==> src/rtl/lwe_decrypt_round_unit_assert.svh <==
// assertion macros for the lwe decrypt round unit
// no dependencies; taken in by the top level with include
`ifndef LWE_DECRYPT_ROUND_UNIT_ASSERT_SVH
`define LWE_DECRYPT_ROUND_UNIT_ASSERT_SVH
`ifndef SYNTHESIS
`define LWEDR_ASSERT_IMP(lbl, clk, rst_n, ante, cons) \
  lbl: assert property (@(posedge clk) disable iff (!rst_n) (ante) |-> (cons)) \
    else $error("lwedr implication check failed");
`define LWEDR_ASSERT_NXT(lbl, clk, rst_n, ante, cons) \
  lbl: assert property (@(posedge clk) disable iff (!rst_n) (ante) |=> (cons)) \
    else $error("lwedr next-cycle check failed");
`else
`define LWEDR_ASSERT_IMP(lbl, clk, rst_n, ante, cons)
`define LWEDR_ASSERT_NXT(lbl, clk, rst_n, ante, cons)
`endif
`endif

==> src/rtl/lwedr_pkg.sv <==
// shared types and constants of the lwe decrypt round unit
// no dependencies
`timescale 1ns / 1ps
`default_nettype none
package lwedr_pkg;

  localparam int W           = 64;
  localparam int CNT_W       = 11;
  localparam int STEP_W      = 7;
  localparam int MAX_DIM_DEF = 1024;
  localparam logic [CNT_W-1:0] COUNT_MAX = 11'd2047;
  localparam logic [STEP_W-1:0] STEPS_64  = 7'd63;
  localparam logic [STEP_W-1:0] STEPS_128 = 7'd127;

  localparam logic [1:0] FUNC_KEY  = 2'd0;
  localparam logic [1:0] FUNC_COEF = 2'd1;
  localparam logic [1:0] FUNC_BODY = 2'd2;

  localparam logic [1:0] ERR_OK      = 2'd0;
  localparam logic [1:0] ERR_COUNT   = 2'd1;
  localparam logic [1:0] ERR_MODULUS = 2'd2;

  localparam logic [1:0] CFG_Q   = 2'd0;
  localparam logic [1:0] CFG_P   = 2'd1;
  localparam logic [1:0] CFG_DIM = 2'd2;

  typedef enum logic [4:0] {
    OP_NONE, OP_TAKE, OP_W_LD, OP_P_LD, OP_H_LD, OP_D_LD, OP_DIV_STEP,
    OP_A_SAVE, OP_PAD_SAVE, OP_M_LD, OP_MUL_STEP, OP_PAD_ACC, OP_CNT_INC,
    OP_PHASE, OP_THR, OP_ROUND, OP_PROD_STEP, OP_EMIT_OK, OP_EMIT_CNT,
    OP_EMIT_MOD
  } op_t;

  typedef enum logic [4:0] {
    S_IDLE, S_W_LD, S_W_RED, S_W_SAVE, S_P_LD, S_P_RED, S_P_SAVE,
    S_M_LD, S_M_RUN, S_M_ACC, S_CNT, S_PHASE, S_H_LD, S_H_RUN, S_THR,
    S_ROUND, S_X_RUN, S_D_LD, S_D_RUN, S_EMIT, S_ERR_CNT, S_ERR_MOD
  } state_t;

  typedef struct packed {
    op_t op;
  } cmd_t;

  typedef struct packed {
    logic q_zero;
    logic p_zero;
    logic p_top;
    logic cnt_match;
    logic out_block;
  } status_t;

endpackage
`default_nettype wire

==> src/rtl/lwedr_ctrl.sv <==
// controller: sequences take, reductions, multiply, rounding and result
// uses lwedr_pkg
`timescale 1ns / 1ps
`default_nettype none
module lwedr_ctrl (
  input  wire logic               clk,
  input  wire logic               rst_n,
  input  wire logic               in_valid,
  input  wire logic [1:0]         in_func,
  output logic                    in_stall,
  input  wire lwedr_pkg::status_t status,
  output lwedr_pkg::cmd_t         cmd
);

  lwedr_pkg::state_t state_r, state_nxt;
  logic [1:0] func_r, func_nxt;
  logic [lwedr_pkg::STEP_W-1:0] step_r, step_nxt;
  logic run;

  assign run = (state_r == lwedr_pkg::S_W_RED) || (state_r == lwedr_pkg::S_P_RED) ||
               (state_r == lwedr_pkg::S_M_RUN) || (state_r == lwedr_pkg::S_H_RUN) ||
               (state_r == lwedr_pkg::S_X_RUN) || (state_r == lwedr_pkg::S_D_RUN);
  assign step_nxt = run ? step_r + 1'b1 : '0;

  always_comb begin
    state_nxt = state_r;
    func_nxt  = func_r;
    case (state_r)
      lwedr_pkg::S_IDLE: begin
        if (in_valid) begin
          func_nxt = in_func;
          case (in_func)
            lwedr_pkg::FUNC_COEF:
              state_nxt = status.q_zero ? lwedr_pkg::S_CNT : lwedr_pkg::S_W_LD;
            lwedr_pkg::FUNC_BODY: begin
              if (!status.cnt_match) begin
                state_nxt = lwedr_pkg::S_ERR_CNT;
              end else if (status.q_zero || status.p_zero) begin
                state_nxt = lwedr_pkg::S_ERR_MOD;
              end else begin
                state_nxt = lwedr_pkg::S_W_LD;
              end
            end
            default: state_nxt = lwedr_pkg::S_IDLE;
          endcase
        end
      end
      lwedr_pkg::S_W_LD: state_nxt = lwedr_pkg::S_W_RED;
      lwedr_pkg::S_W_RED:
        if (step_r == lwedr_pkg::STEPS_64) state_nxt = lwedr_pkg::S_W_SAVE;
      lwedr_pkg::S_W_SAVE: state_nxt = lwedr_pkg::S_P_LD;
      lwedr_pkg::S_P_LD:   state_nxt = lwedr_pkg::S_P_RED;
      lwedr_pkg::S_P_RED:
        if (step_r == lwedr_pkg::STEPS_64) state_nxt = lwedr_pkg::S_P_SAVE;
      lwedr_pkg::S_P_SAVE:
        state_nxt = (func_r == lwedr_pkg::FUNC_COEF) ? lwedr_pkg::S_M_LD
                                                     : lwedr_pkg::S_PHASE;
      lwedr_pkg::S_M_LD: state_nxt = lwedr_pkg::S_M_RUN;
      lwedr_pkg::S_M_RUN:
        if (step_r == lwedr_pkg::STEPS_64) state_nxt = lwedr_pkg::S_M_ACC;
      lwedr_pkg::S_M_ACC: state_nxt = lwedr_pkg::S_IDLE;
      lwedr_pkg::S_CNT:   state_nxt = lwedr_pkg::S_IDLE;
      lwedr_pkg::S_PHASE: state_nxt = lwedr_pkg::S_H_LD;
      // p with its top bit set makes 2p overflow: half is zero
      lwedr_pkg::S_H_LD:
        state_nxt = status.p_top ? lwedr_pkg::S_THR : lwedr_pkg::S_H_RUN;
      lwedr_pkg::S_H_RUN:
        if (step_r == lwedr_pkg::STEPS_64) state_nxt = lwedr_pkg::S_THR;
      lwedr_pkg::S_THR:   state_nxt = lwedr_pkg::S_ROUND;
      lwedr_pkg::S_ROUND: state_nxt = lwedr_pkg::S_X_RUN;
      lwedr_pkg::S_X_RUN:
        if (step_r == lwedr_pkg::STEPS_64) state_nxt = lwedr_pkg::S_D_LD;
      lwedr_pkg::S_D_LD: state_nxt = lwedr_pkg::S_D_RUN;
      lwedr_pkg::S_D_RUN:
        if (step_r == lwedr_pkg::STEPS_128) state_nxt = lwedr_pkg::S_EMIT;
      lwedr_pkg::S_EMIT, lwedr_pkg::S_ERR_CNT, lwedr_pkg::S_ERR_MOD:
        if (!status.out_block) state_nxt = lwedr_pkg::S_IDLE;
      default: state_nxt = lwedr_pkg::S_IDLE;
    endcase
  end

  always_comb begin
    cmd.op = lwedr_pkg::OP_NONE;
    case (state_r)
      lwedr_pkg::S_IDLE:   if (in_valid) cmd.op = lwedr_pkg::OP_TAKE;
      lwedr_pkg::S_W_LD:   cmd.op = lwedr_pkg::OP_W_LD;
      lwedr_pkg::S_P_LD:   cmd.op = lwedr_pkg::OP_P_LD;
      lwedr_pkg::S_H_LD:   cmd.op = lwedr_pkg::OP_H_LD;
      lwedr_pkg::S_D_LD:   cmd.op = lwedr_pkg::OP_D_LD;
      lwedr_pkg::S_W_RED, lwedr_pkg::S_P_RED, lwedr_pkg::S_H_RUN, lwedr_pkg::S_D_RUN:
        cmd.op = lwedr_pkg::OP_DIV_STEP;
      lwedr_pkg::S_W_SAVE: cmd.op = lwedr_pkg::OP_A_SAVE;
      lwedr_pkg::S_P_SAVE: cmd.op = lwedr_pkg::OP_PAD_SAVE;
      lwedr_pkg::S_M_LD:   cmd.op = lwedr_pkg::OP_M_LD;
      lwedr_pkg::S_M_RUN:  cmd.op = lwedr_pkg::OP_MUL_STEP;
      lwedr_pkg::S_M_ACC:  cmd.op = lwedr_pkg::OP_PAD_ACC;
      lwedr_pkg::S_CNT:    cmd.op = lwedr_pkg::OP_CNT_INC;
      lwedr_pkg::S_PHASE:  cmd.op = lwedr_pkg::OP_PHASE;
      lwedr_pkg::S_THR:    cmd.op = lwedr_pkg::OP_THR;
      lwedr_pkg::S_ROUND:  cmd.op = lwedr_pkg::OP_ROUND;
      lwedr_pkg::S_X_RUN:  cmd.op = lwedr_pkg::OP_PROD_STEP;
      lwedr_pkg::S_EMIT:
        if (!status.out_block) cmd.op = lwedr_pkg::OP_EMIT_OK;
      lwedr_pkg::S_ERR_CNT:
        if (!status.out_block) cmd.op = lwedr_pkg::OP_EMIT_CNT;
      lwedr_pkg::S_ERR_MOD:
        if (!status.out_block) cmd.op = lwedr_pkg::OP_EMIT_MOD;
      default: cmd.op = lwedr_pkg::OP_NONE;
    endcase
  end

  assign in_stall = (state_r != lwedr_pkg::S_IDLE);

  always_ff @(posedge clk) begin
    if (!rst_n) begin
      state_r <= lwedr_pkg::S_IDLE;
      func_r  <= lwedr_pkg::FUNC_KEY;
      step_r  <= '0;
    end else begin
      state_r <= state_nxt;
      func_r  <= func_nxt;
      step_r  <= step_nxt;
    end
  end

endmodule
`default_nettype wire

==> config.mk <==
export PLATFORM = sky130hd
export DESIGN_NAME = lwedr_ctrl
export DESIGN_NICKNAME = d
export VERILOG_FILES = /design/src/rtl/lwe_decrypt_round_unit_assert.svh /design/src/rtl/lwedr_pkg.sv /design/src/rtl/lwedr_ctrl.sv
export SDC_FILE = /design/constraint.sdc
export NUM_CORES = 1
export LEC_CHECK = 0
export ABC_CLOCK_PERIOD_IN_PS = 2710
export BUFFER_PORTS_ARGS = -buffer_cell sky130_fd_sc_hd__buf_4
export CAP_MARGIN = 20
export CORE_MARGIN = 5
export CORE_UTILIZATION = 25
export CTS_BUF_LIST = sky130_fd_sc_hd__clkbuf_4
export CTS_CLUSTER_DIAMETER = 100
export DETAILED_ROUTE_END_ITERATION = 8
export PLACE_DENSITY_LB_ADDON = 0.25
export SLEW_MARGIN = 25
export SYNTH_ARGS = -nofsm -noshare
export SYNTH_HDL_FRONTEND = slang
export SYNTH_SLANG_ARGS = --single-unit
==> constraint.sdc <==
create_clock -name clk -period 2.71 [get_ports clk]
set_input_delay 0.1355 -clock clk [delete_from_list [all_inputs] [get_ports clk]]
set_output_delay 0.1355 -clock clk [all_outputs]
set_load 0.02 [all_outputs]
==> reports/metrics.sh, run 1 <==
OUTCOME='finished, final reports clean'
SYNTH_LARGEST_AREA_CELL='dfxtp_1'
SYNTH-SEQ-CELLS=14
GR-USAGE-ALL-LAYERS=0.09916
FP.DIEAREA_SQ_MM=0.006113
CTS_MAX_LEVEL=1
FMAXACHIEVABLE_MHz=472.9
CELL_COUNT_AFTER_SYNTHESIS=161
WORSTHOLDPATHTYPE='primary input to register'
CELLPOWERDENSITY_mW_PER_MM2=1040
DPL_CELL_AREA_SQ_MM=0.001294
SLEW_VIOL_FINAL=0
DRC_ERRORS=0
ROUTE.DETAILED.WL_PER_INST_UM=12.71
SYNTH_ASYNC_SR_FLOP_SHARE=0
REG2REG_DEPTH=5
HOLD_SLACK_PS=173.6
TIGHTESTPINTRANSITION_PS=769.7
FINAL_CELL_MIX='nor2_1 (22), buf_4 (17), nand2_1 (16)'
NETLIST_TOP_CELLS_AREA='dfxtp_1 (24%), nor2_1 (7.1%), nand2_1 (5.2%), a21oi_1 (3.9%), mux2i_1 (3.4%)'
CLK_PIN_SLEW_PS=80
MAPPEDNETLISTAREA_SQ_MM=0.001162
CRITICAL_PATH_ARRIVAL_PS=1980
WORST_R2R_ENDPOINT='state_r[0]'
POSTCTSSETUPREPAIRBUFS=0
AREA_OF_THE_MULTI_INPUT_GATES_SQ_UM=783.3
FIN_UTIL=0.2970
SYNTHFLOPTYPE='dfxtp_1'
FINAL.PERIOD_UTILIZATION=0.7802
SEQUENTIAL_CELL_AREA_SQ_UM=280.3
NETLIST-CELL-TYPE-COUNT=48
PRE_CTS_WS_PS=686.8
LAYOUT.FILLER_CELLS=508
CLOCK-SKEW-FINAL_PS=2.443
COUNT_OF_FLIP_FLOPS_WITH_A_BUILT_IN_ENABLE_AFTER_SYNTHESIS=0
REPORT.POWER.TOTAL_mW=1.373
STATIC-LEAKAGE-POWER_nW=0.5190
CTS.HOLD.BUFFERS_ADDED=0
SETUP_VIOL=0
RSZ0062_AT_GRT='no'
SETUP-TNS-FINAL_PS=0
TIMING.SETUP.CRITICAL_PATH_CLASS='register to output pin'
CTS_INSERTED_BUFFERS=3
VIAS_PER_CELL=5.126
LAYOUT.CELLS.MOST_COMMON='nor2_1'
YOSYS.AREA.TOP_TYPE_SHARE=0.2411
CP_MAX_FO=25
MAX_SLEW_MARGIN=0.4862
FINAL_NETS=185
DRTPASS1ITERATIONS=4
ANTENNA_VIOLATIONS_BEFORE_REPAIR=0
ANTENNA-DIODE-COUNT=0
DRTANTENNAVIOLNETS=0
BOUNDARYPINS=16
FINAL_AREA_SQ_MM=0.001320
DETAIL_ROUTE.ITER0.VIOLATIONS=47
GPL.FINAL_WEIGHTED_CONGESTION=0.7800
POSTCTSRESIZEDCELLS=0
SETUP.REG_TO_REG.WORST_SLACK_PS=680
DP_HPWL_MM=2.146
ROUTE.FINAL.WIRE_LENGTH_MM=2.834
FLOW.AREA_GROWTH_FROM_SYNTHESIS_PCT=13.56
GRT_START_MAX_NET_PINS=26
HOLD_PATH.STARTPOINT='rst_n'
YOSYSWARNINGCOUNT=0
MAX_CAPACITANCE_VIOLATION_COUNT=0
HOLDPATHSTAGES=3
CLK-INSERTION-DELAY-LATE_PS=270
CTS_TREE='built'
HOLD-PATH-ENDPOINT='state_r[3]'
VIAS=1143
DRIVE_ABOVE_1_SHARE=0.1345
GRT-OVFL-TOTAL=0
GRT_FIRST_PASS_WIRELENGTH_MM=4.926
SYNTH_NETS=174
SETUP_WS_PS=595.6
POST_LAYOUT_NONFILLER_INSTANCES=223
COREAREA_SQ_MM=0.004444
PLACE.DETAILED.INSTANCES=219
WORST-ENDPOINT-REQUIRED_PS=2570
AVG_INST_SIZE_SYNTH_SQ_UM=7.220
TIMING.FINAL.HOLD_VIOLATIONS=0
STD_CELL_ROWS=24
BUFFER_PORTS.INSERTED=15
DIE_H_UM=78.19
CTS-ROOT-BUF='clkbuf_4'
DIE_W_UM=78.19
PEAK_SUPPLY_DROP_uV=406.6
FIRST_GLOBAL_VIAS=1038
MIN_CLOCK_PERIOD_POST_ROUTE_PS=2114
CRITICAL_PATH.REG2REG.STARTPOINT='state_r[4]'
CTS.SINK_COUNT=14
WORST_SETUP_PATH_END_KIND='output pin'
YS_SEQ_AREA_FRAC=0.2411
START_KIND='register'
START_UTIL=0.2615
CLOCK_PATH_BUFFERS=2
cell type report:
type,instances,share of cell area
clock buffers,3,0.01706
clock inverters,1,0.002844
well taps,52,0.04929
multi-input cells,126,0.5934
repair buffers,17,0.09668
flip-flops and latches,14,0.2123
inverters,10,0.02844
sequential cells by signal, summed over array words and instances, names as in the netlist:
signal and flops:
func_r 2, state_r 5, step_r 7
report_power, final:
part           internal (mW)  switching [mW]
sequential             0.248           0.110
clock                 0.0533          0.0630
combinational          0.386           0.513
total                  0.687           0.686
synth_stat cells (2+ instances only):
cell and number:
a211o_1 3, a211oi_1 2, a21oi_1 9, a22o_1 2
a22oi_1 2, a311oi_1 2, and2_1 2, buf_2 4
buf_4 2, clkbuf_1 3, dfxtp_1 14, ha_1 3
inv_1 10, mux2i_1 4, nand2_1 16, nand2b_1 4
nand3_1 5, nand4_1 3, nor2_1 22, nor2b_1 6
o21ai_0 7, o22ai_1 2, o31ai_1 3, o32ai_1 2
or3_1 2, xnor2_1 3, xor2_1 3
worst max path at each step:
stage | from | end | slack, ps | depth (start not counted)
6_report | state_r[3] | cmd[0] | 600 | 4
5_1_grt | state_r[3] | cmd[0] | 350 | 6
4_1_cts | state_r[3] | cmd[0] | 580 | 4
3_5_place_dp | state_r[4] | state_r[1] | 690 | 5
3_3_place_gp | state_r[1] | state_r[0] | 690 | 5
2_1_floorplan | state_r[0] | cmd[0] | 820 | 5
cells by family (layout without fill, tap and decap cells):
logic type | Yosys count | after routing | share of synthesized area
AOI/OAI and AO/OA | 43 | 43 | 0.2573
xor gates and xnor gates | 6 | 6 | 0.04522
adders and majority gates | 3 | 3 | 0.03230
buffers and inverters | 21 | 31 | 0.08503
DFF | 14 | 14 | 0.2411
muxes | 4 | 4 | 0.03445
and+or+nand+nor | 70 | 70 | 0.3046
critical path, stage by stage (launching register included):
cell and delay (ps):
dfxtp_1 560, nor3_1 470, nand3_1 280, o311ai_0 180, buf_4 210
layer usage:
layer | global-route usage | part of all wire | vias up
met1 | 0.1351 | 0.48 | 533
met2 | 0.1618 | 0.48 | 21
met3 | 0.02517 | 0.036 | 2
li1 | - | - | 587
met5 | 0 | 0 | -
met4 | 0.01399 | 0.0035 | 0
Note: power is estimated with default switching activity, not from simulation.
==> run 2: changes to the inputs <==
--- a/config.mk
+++ b/config.mk
@@ -5,7 +5,7 @@
 export SDC_FILE = /design/constraint.sdc
 export NUM_CORES = 1
 export LEC_CHECK = 0
-export ABC_CLOCK_PERIOD_IN_PS = 2710
+export ABC_CLOCK_PERIOD_IN_PS = 1920
 export BUFFER_PORTS_ARGS = -buffer_cell sky130_fd_sc_hd__buf_4
 export CAP_MARGIN = 20
 export CORE_MARGIN = 5
==> constraint.sdc (replaced) <==
create_clock -name clk -period 1.92 [get_ports clk]
set_input_delay 0.096 -clock clk [delete_from_list [all_inputs] [get_ports clk]]
set_output_delay 0.096 -clock clk [all_outputs]
set_load 0.02 [all_outputs]
==> run 2 against run 1 <==
Net effect:
- die area stayed put
- combinational power up 60%
- clock power rose by 41%
- first-iteration DRC count is 47% higher
- wire length increased by 4.4%
- global-route usage decreased by 0.17 points
- critical path depth rose by 2
- core utilization up 1.7 points
- worst setup slack got worse by 380 ps
- power increased by 52%
- critical path type is now register to register
- critical endpoint is now state_r[0]
- largest cell class unchanged
==> reports/metrics.sh, run 2 (synthesized netlist as in run 1, its figures left out) <==
GRT_FIRST_PASS_WIRELENGTH_MM=4.830
DETAIL_ROUTE.ITER0.VIOLATIONS=69
GRT_START_MAX_NET_PINS=14
OUTCOME='finished, final reports clean'
HOLDPATHSTAGES=3
TIGHTESTPINTRANSITION_PS=422.7
MAX_FLOP_REGISTER='step_r'
ROUTE.FINAL.WIRE_LENGTH_MM=2.960
FMAXACHIEVABLE_MHz=585.7
DRTANTENNAVIOLNETS=0
FINAL_AREA_SQ_MM=0.001394
START_UTIL=0.2615
CP_MAX_FO=11
POSTCTSSETUPREPAIRBUFS=0
FINAL.PERIOD_UTILIZATION=0.8892
PEAK_SUPPLY_DROP_uV=711.1
LAYOUT.CELLS.MOST_COMMON='buf_4'
WORST-ENDPOINT-REQUIRED_PS=2100
ANTENNA-DIODE-COUNT=0
TIMING.FINAL.HOLD_VIOLATIONS=0
CTS_MAX_LEVEL=1
ROUTE.DETAILED.WL_PER_INST_UM=12.81
VIAS=1156
COREAREA_SQ_MM=0.004444
POST_LAYOUT_NONFILLER_INSTANCES=231
GLOBALROUTE.BUSIESTLAYER='met2'
CRITICAL_PATH_ARRIVAL_PS=1880
START_KIND='register'
CLK_PIN_SLEW_PS=80
BOUNDARYPINS=16
GRT.MET3_USAGE=0.01373
CLOCK_PATH_BUFFERS=2
PLACE.DETAILED.INSTANCES=227
AREA_OF_THE_MULTI_INPUT_GATES_SQ_UM=788.3
WORSTHOLDPATHTYPE='primary input to register'
LAYOUT.FILLER_CELLS=487
DRC_ERRORS=0
MAX_SLEW_MARGIN=0.7145
CLK-INSERTION-DELAY-LATE_PS=270
CTS_INSERTED_BUFFERS=3
CTS_TREE='built'
STD_CELL_ROWS=24
WORST_SETUP_PATH_END_KIND='register'
LARGESTREGISTERS='step_r: 7 flops, state_r: 5 flops, func_r: 2 flops'
VIAS_PER_CELL=5.004
RSZ0062_AT_GRT='no'
CRITICAL_PATH.REG2REG.STARTPOINT='state_r[1]'
DIE_W_UM=78.19
DIE_H_UM=78.19
STATIC-LEAKAGE-POWER_nW=0.5634
GPL.FINAL_WEIGHTED_CONGESTION=0.7733
FIRST_GLOBAL_VIAS=1009
FIN_UTIL=0.3136
DRIVE_ABOVE_1_SHARE=0.2067
SEQUENTIAL_CELL_AREA_SQ_UM=289.0
TIMING.SETUP.CRITICAL_PATH_CLASS='register to register'
BUFFER_PORTS.INSERTED=15
SETUP_VIOL=0
FINAL_CELL_MIX='buf_4 (25), nor2_1 (22), nand2_1 (16)'
FLOW.AREA_GROWTH_FROM_SYNTHESIS_PCT=19.91
SETUP-TNS-FINAL_PS=0
MAX_FFS_PER_REGISTER=7
MIN_CLOCK_PERIOD_POST_ROUTE_PS=1707
GRT-OVFL-TOTAL=0
CLOCK-SKEW-FINAL_PS=3.651
SETUP_WS_PS=212.7
WORST_R2R_ENDPOINT='state_r[0]'
CELLPOWERDENSITY_mW_PER_MM2=1495
DRTPASS1ITERATIONS=4
DPL_CELL_AREA_SQ_MM=0.001354
HOLD_SLACK_PS=127.7
REPORT.POWER.TOTAL_mW=2.084
MAX_CAPACITANCE_VIOLATION_COUNT=0
MET1_USAGE=0.1378
SLEW_VIOL_FINAL=0
FINAL_NETS=193
GR-USAGE-ALL-LAYERS=0.09749
HOLD-PATH-ENDPOINT='state_r[3]'
USE_MET2=0.1575
SETUP.REG_TO_REG.WORST_SLACK_PS=210
CTS.HOLD.BUFFERS_ADDED=0
CTS-ROOT-BUF='clkbuf_4'
ANTENNA_VIOLATIONS_BEFORE_REPAIR=0
DP_HPWL_MM=2.376
FP.DIEAREA_SQ_MM=0.006113
HOLD_PATH.STARTPOINT='rst_n'
REG2REG_DEPTH=6
PRE_CTS_WS_PS=168.6
CTS.SINK_COUNT=14
## run 2: changes by cell type in the layout (fill, tap and decap cells not counted), sizes merged
| cell | previous run | this run |
|---|---|---|
| buf | 17 | 25 |
## run 2: worst max-delay path by stage
stage                     startpoint         end  slack [ps]  depth (start not counted)
after floorplan           state_r[0]      cmd[0]          70                          5
after global placement    state_r[3]  state_r[3]         160                          6
after detailed placement  state_r[1]  state_r[0]         170                          6
after CTS                 state_r[3]      cmd[0]          10                          4
after global routing       step_r[0]  state_r[4]          40                          6
final                     state_r[1]  state_r[0]         210                          6
## run 2: cell type report
cell class                      count  area share
Multi-Input combinational cell    126      0.5655
Sequential cell                    14      0.2074
Timing Repair Buffer               25      0.1346
Tap cell                           52     0.04668
Inverter                           10     0.02693
Clock buffer                        3     0.01616
Clock inverter                      1    0.002693
## run 2: critical path: stages, from the launching register on
cell     delay (ps)
dfxtp_2         380
buf_4           190
nor2_4          130
a31oi_1         100
a211o_1         370
a22o_1          240
o31ai_1         210
## run 2: routing by layer
layer,wire length [um],share of wire
met2,1376,0.46
met1,1461,0.49
met3,122,0.041
met4,0,0
met5,0,0
## run 2: repair_timing
action / CTS / global route
gates resized for setup: 0 / 7
endpoints found under the setup margin: 0 / 3
endpoints found under the hold margin: 0 / 0
## run 2: power breakdown
part	internal [mW]	switching [mW]
registers	0.364	0.113
logic	0.648	0.795
clock network	0.0751	0.0890
==> run 3: changes to the inputs <==
--- a/config.mk
+++ b/config.mk
@@ -5,7 +5,7 @@
 export SDC_FILE = /design/constraint.sdc
 export NUM_CORES = 1
 export LEC_CHECK = 0
-export ABC_CLOCK_PERIOD_IN_PS = 1920
+export ABC_CLOCK_PERIOD_IN_PS = 2000
 export BUFFER_PORTS_ARGS = -buffer_cell sky130_fd_sc_hd__buf_4
 export CAP_MARGIN = 20
 export CORE_MARGIN = 5
==> constraint.sdc (replaced) <==
create_clock -name clk -period 2 [get_ports clk]
set_input_delay 0.1 -clock clk [delete_from_list [all_inputs] [get_ports clk]]
set_output_delay 0.1 -clock clk [all_outputs]
set_load 0.02 [all_outputs]
==> run 3 against run 2 <==
Net effect:
- core utilization shrank 0.65 points
- register-to-register slack gained 30 ps
- critical path depth shrank 1
- worst setup slack lost 21 ps
- largest cell class unchanged
- wire length shrank 1.9%
- highest routed layer is now met4
- clock skew grew 1.6 ps
- sequential power shrank 3%
==> reports/metrics.sh, run 3 (synthesized netlist as in run 1, its figures left out) <==
CP_MAX_FO=11
CTS.SINK_COUNT=14
CELLPOWERDENSITY_mW_PER_MM2=1413
WORSTPATHBUFFERINVERTERCOUNT=2
START_KIND='register'
REPORT.POWER.TOTAL_mW=1.929
STATIC-LEAKAGE-POWER_nW=0.5476
PLACE.DETAILED.INSTANCES=224
LARGESTREGISTERS='step_r: 7 flops, state_r: 5 flops, func_r: 2 flops'
DRIVE_ABOVE_1_SHARE=0.1761
DIE_W_UM=78.19
CPLARGESTDELAYFAMILY='flip-flops'
BOUNDARYPINS=16
WORSTHOLDPATHTYPE='primary input to register'
START_UTIL=0.2615
VIAS_PER_CELL=5.127
REG2REG_DEPTH=6
BUFFER_PORTS.INSERTED=15
TIMING.SETUP.CRITICAL_PATH_CLASS='register to output pin'
CLOCK_PATH_BUFFERS=2
FINAL_NETS=190
GRT_START_MAX_NET_PINS=15
CLK-INSERTION-DELAY-LATE_PS=270
DRTANTENNAVIOLNETS=0
ANTENNA-DIODE-COUNT=0
HOLDPATHSTAGES=3
GPL.FINAL_WEIGHTED_CONGESTION=0.7729
WORST_SETUP_PATH_END_KIND='output pin'
SETUP_WS_PS=192.0
POST_LAYOUT_NONFILLER_INSTANCES=228
DP_HPWL_MM=2.314
CRITICAL_PATH_ARRIVAL_PS=1710
GRT_FIRST_PASS_WIRELENGTH_MM=5.023
SETUP-TNS-FINAL_PS=0
WORST_PATH_MOST_REPEATED_CELL='buf_4'
FINAL_CELL_MIX='nor2_1 (22), buf_4 (22), nand2_1 (16)'
MAX_SLEW_MARGIN=0.7317
STD_CELL_ROWS=24
WORST_PATH_MAX_DELAY_CELL='dfxtp_1'
DRC_ERRORS=0
CTS_TREE='built'
CRITICAL_PATH.CELL_CHAIN='buf_4, nor2_1, a22o_1, a211oi_1, buf_4'
CLOCK-SKEW-FINAL_PS=5.263
SETUP_VIOL=0
FINAL.PERIOD_UTILIZATION=0.9040
FP.DIEAREA_SQ_MM=0.006113
MAX_FLOP_REGISTER='step_r'
RSZ0062_AT_GRT='no'
MAX_FFS_PER_REGISTER=7
DIE_H_UM=78.19
ROUTE.FINAL.WIRE_LENGTH_MM=2.904
PRE_CTS_WS_PS=273.1
CTS_MAX_LEVEL=1
CRITICAL_PATH.REG2REG.STARTPOINT='state_r[1]'
WORST-ENDPOINT-REQUIRED_PS=1900
VIAS=1169
COREAREA_SQ_MM=0.004444
FLOW.AREA_GROWTH_FROM_SYNTHESIS_PCT=17.44
MIN_CLOCK_PERIOD_POST_ROUTE_PS=1808
CTS_INSERTED_BUFFERS=3
HOLD_PATH.STARTPOINT='rst_n'
TIMING.FINAL.HOLD_VIOLATIONS=0
WORST_R2R_ENDPOINT='state_r[0]'
DETAIL_ROUTE.ITER0.VIOLATIONS=84
FIRST_GLOBAL_VIAS=1105
DPL_CELL_AREA_SQ_MM=0.001331
DRTPASS1ITERATIONS=4
GRT-OVFL-TOTAL=0
TIGHTESTPINTRANSITION_PS=401.9
GR-USAGE-ALL-LAYERS=0.1005
ANTENNA_VIOLATIONS_BEFORE_REPAIR=0
FINAL_AREA_SQ_MM=0.001365
OUTCOME='finished, final reports clean'
CLK_PIN_SLEW_PS=80
SLEW_VIOL_FINAL=0
SETUP.REG_TO_REG.WORST_SLACK_PS=240
MAX_STAGE_DELAY_PS=520
MAX_CAPACITANCE_VIOLATION_COUNT=0
CTS-ROOT-BUF='clkbuf_4'
PEAK_SUPPLY_DROP_uV=491.9
ROUTE.DETAILED.WL_PER_INST_UM=12.74
FMAXACHIEVABLE_MHz=553.1
POSTCTSSETUPREPAIRBUFS=0
HOLD-PATH-ENDPOINT='state_r[3]'
## run 3: cell types whose count changed in the layout (fill, tap and decap cells not counted)
| cell | previous run | this run |
|---|---|---|
| buf_4 | 25 | 22 |
| dfxtp_1 | 9 | 12 |
| dfxtp_2 | 4 | 2 |
| dfxtp_4 | 1 | 0 |
| o311ai_0 | 1 | 0 |
| o311ai_1 | 0 | 1 |
## run 3: worst max-delay path by stage
stage                from          to  slack, ps  cells past startpoint
2_1_floorplan  state_r[0]      cmd[0]        150                      5
3_3_place_gp   state_r[1]  state_r[1]        260                      6
3_5_place_dp   state_r[2]  state_r[2]        270                      5
4_1_cts        state_r[2]      cmd[1]         50                      6
5_1_grt        state_r[4]      cmd[0]         50                      7
6_report       state_r[1]      cmd[1]        190                      5
## run 3: worst min-delay path, cell delays in order
cell,delay (ps)
buf_4,150
nand2_1,60
mux2i_1,50
## run 3: through the flow
| step | util | hold WS [ps] |
|---|---|---|
| final | 0.3072 | 150.2 |
| after global routing | 0.3072 | 148.0 |
| after CTS | 0.3055 | 143.6 |
| after detailed placement | 0.2996 | 433.8 |
| after global placement | 0.2996 | 431.6 |
| after floorplan | - | 342.6 |
## run 3: report_power, final
group	switching, mW	internal, mW
sequential	0.123	0.342
combinational	0.735	0.572
clock	0.0848	0.0720
## run 3: final cells by class
type | instances | area (sq um)
flip-flops and latches | 14 | 282.8
clock inverters | 1 | 3.754
fillers | 496 | 3079
inverters | 10 | 37.54
multi-input cells | 126 | 788.3
clock buffers | 3 | 22.52
well taps | 52 | 65.06
repair buffers | 22 | 165.2
## run 3: routing by layer
layer,track usage,wire (um),vias to the layer above
met5,0,0,-
met4,0.02797,40,0
met3,0.02632,154,4
met2,0.1610,1294,22
met1,0.1335,1414,539
li1,-,-,604
## run 3: repair_timing
action,4_1_cts,5_1_grt
hold endpoints to repair,0,0
endpoints found under the setup margin,0,2
resized for setup,0,4
hold buffers,0,0
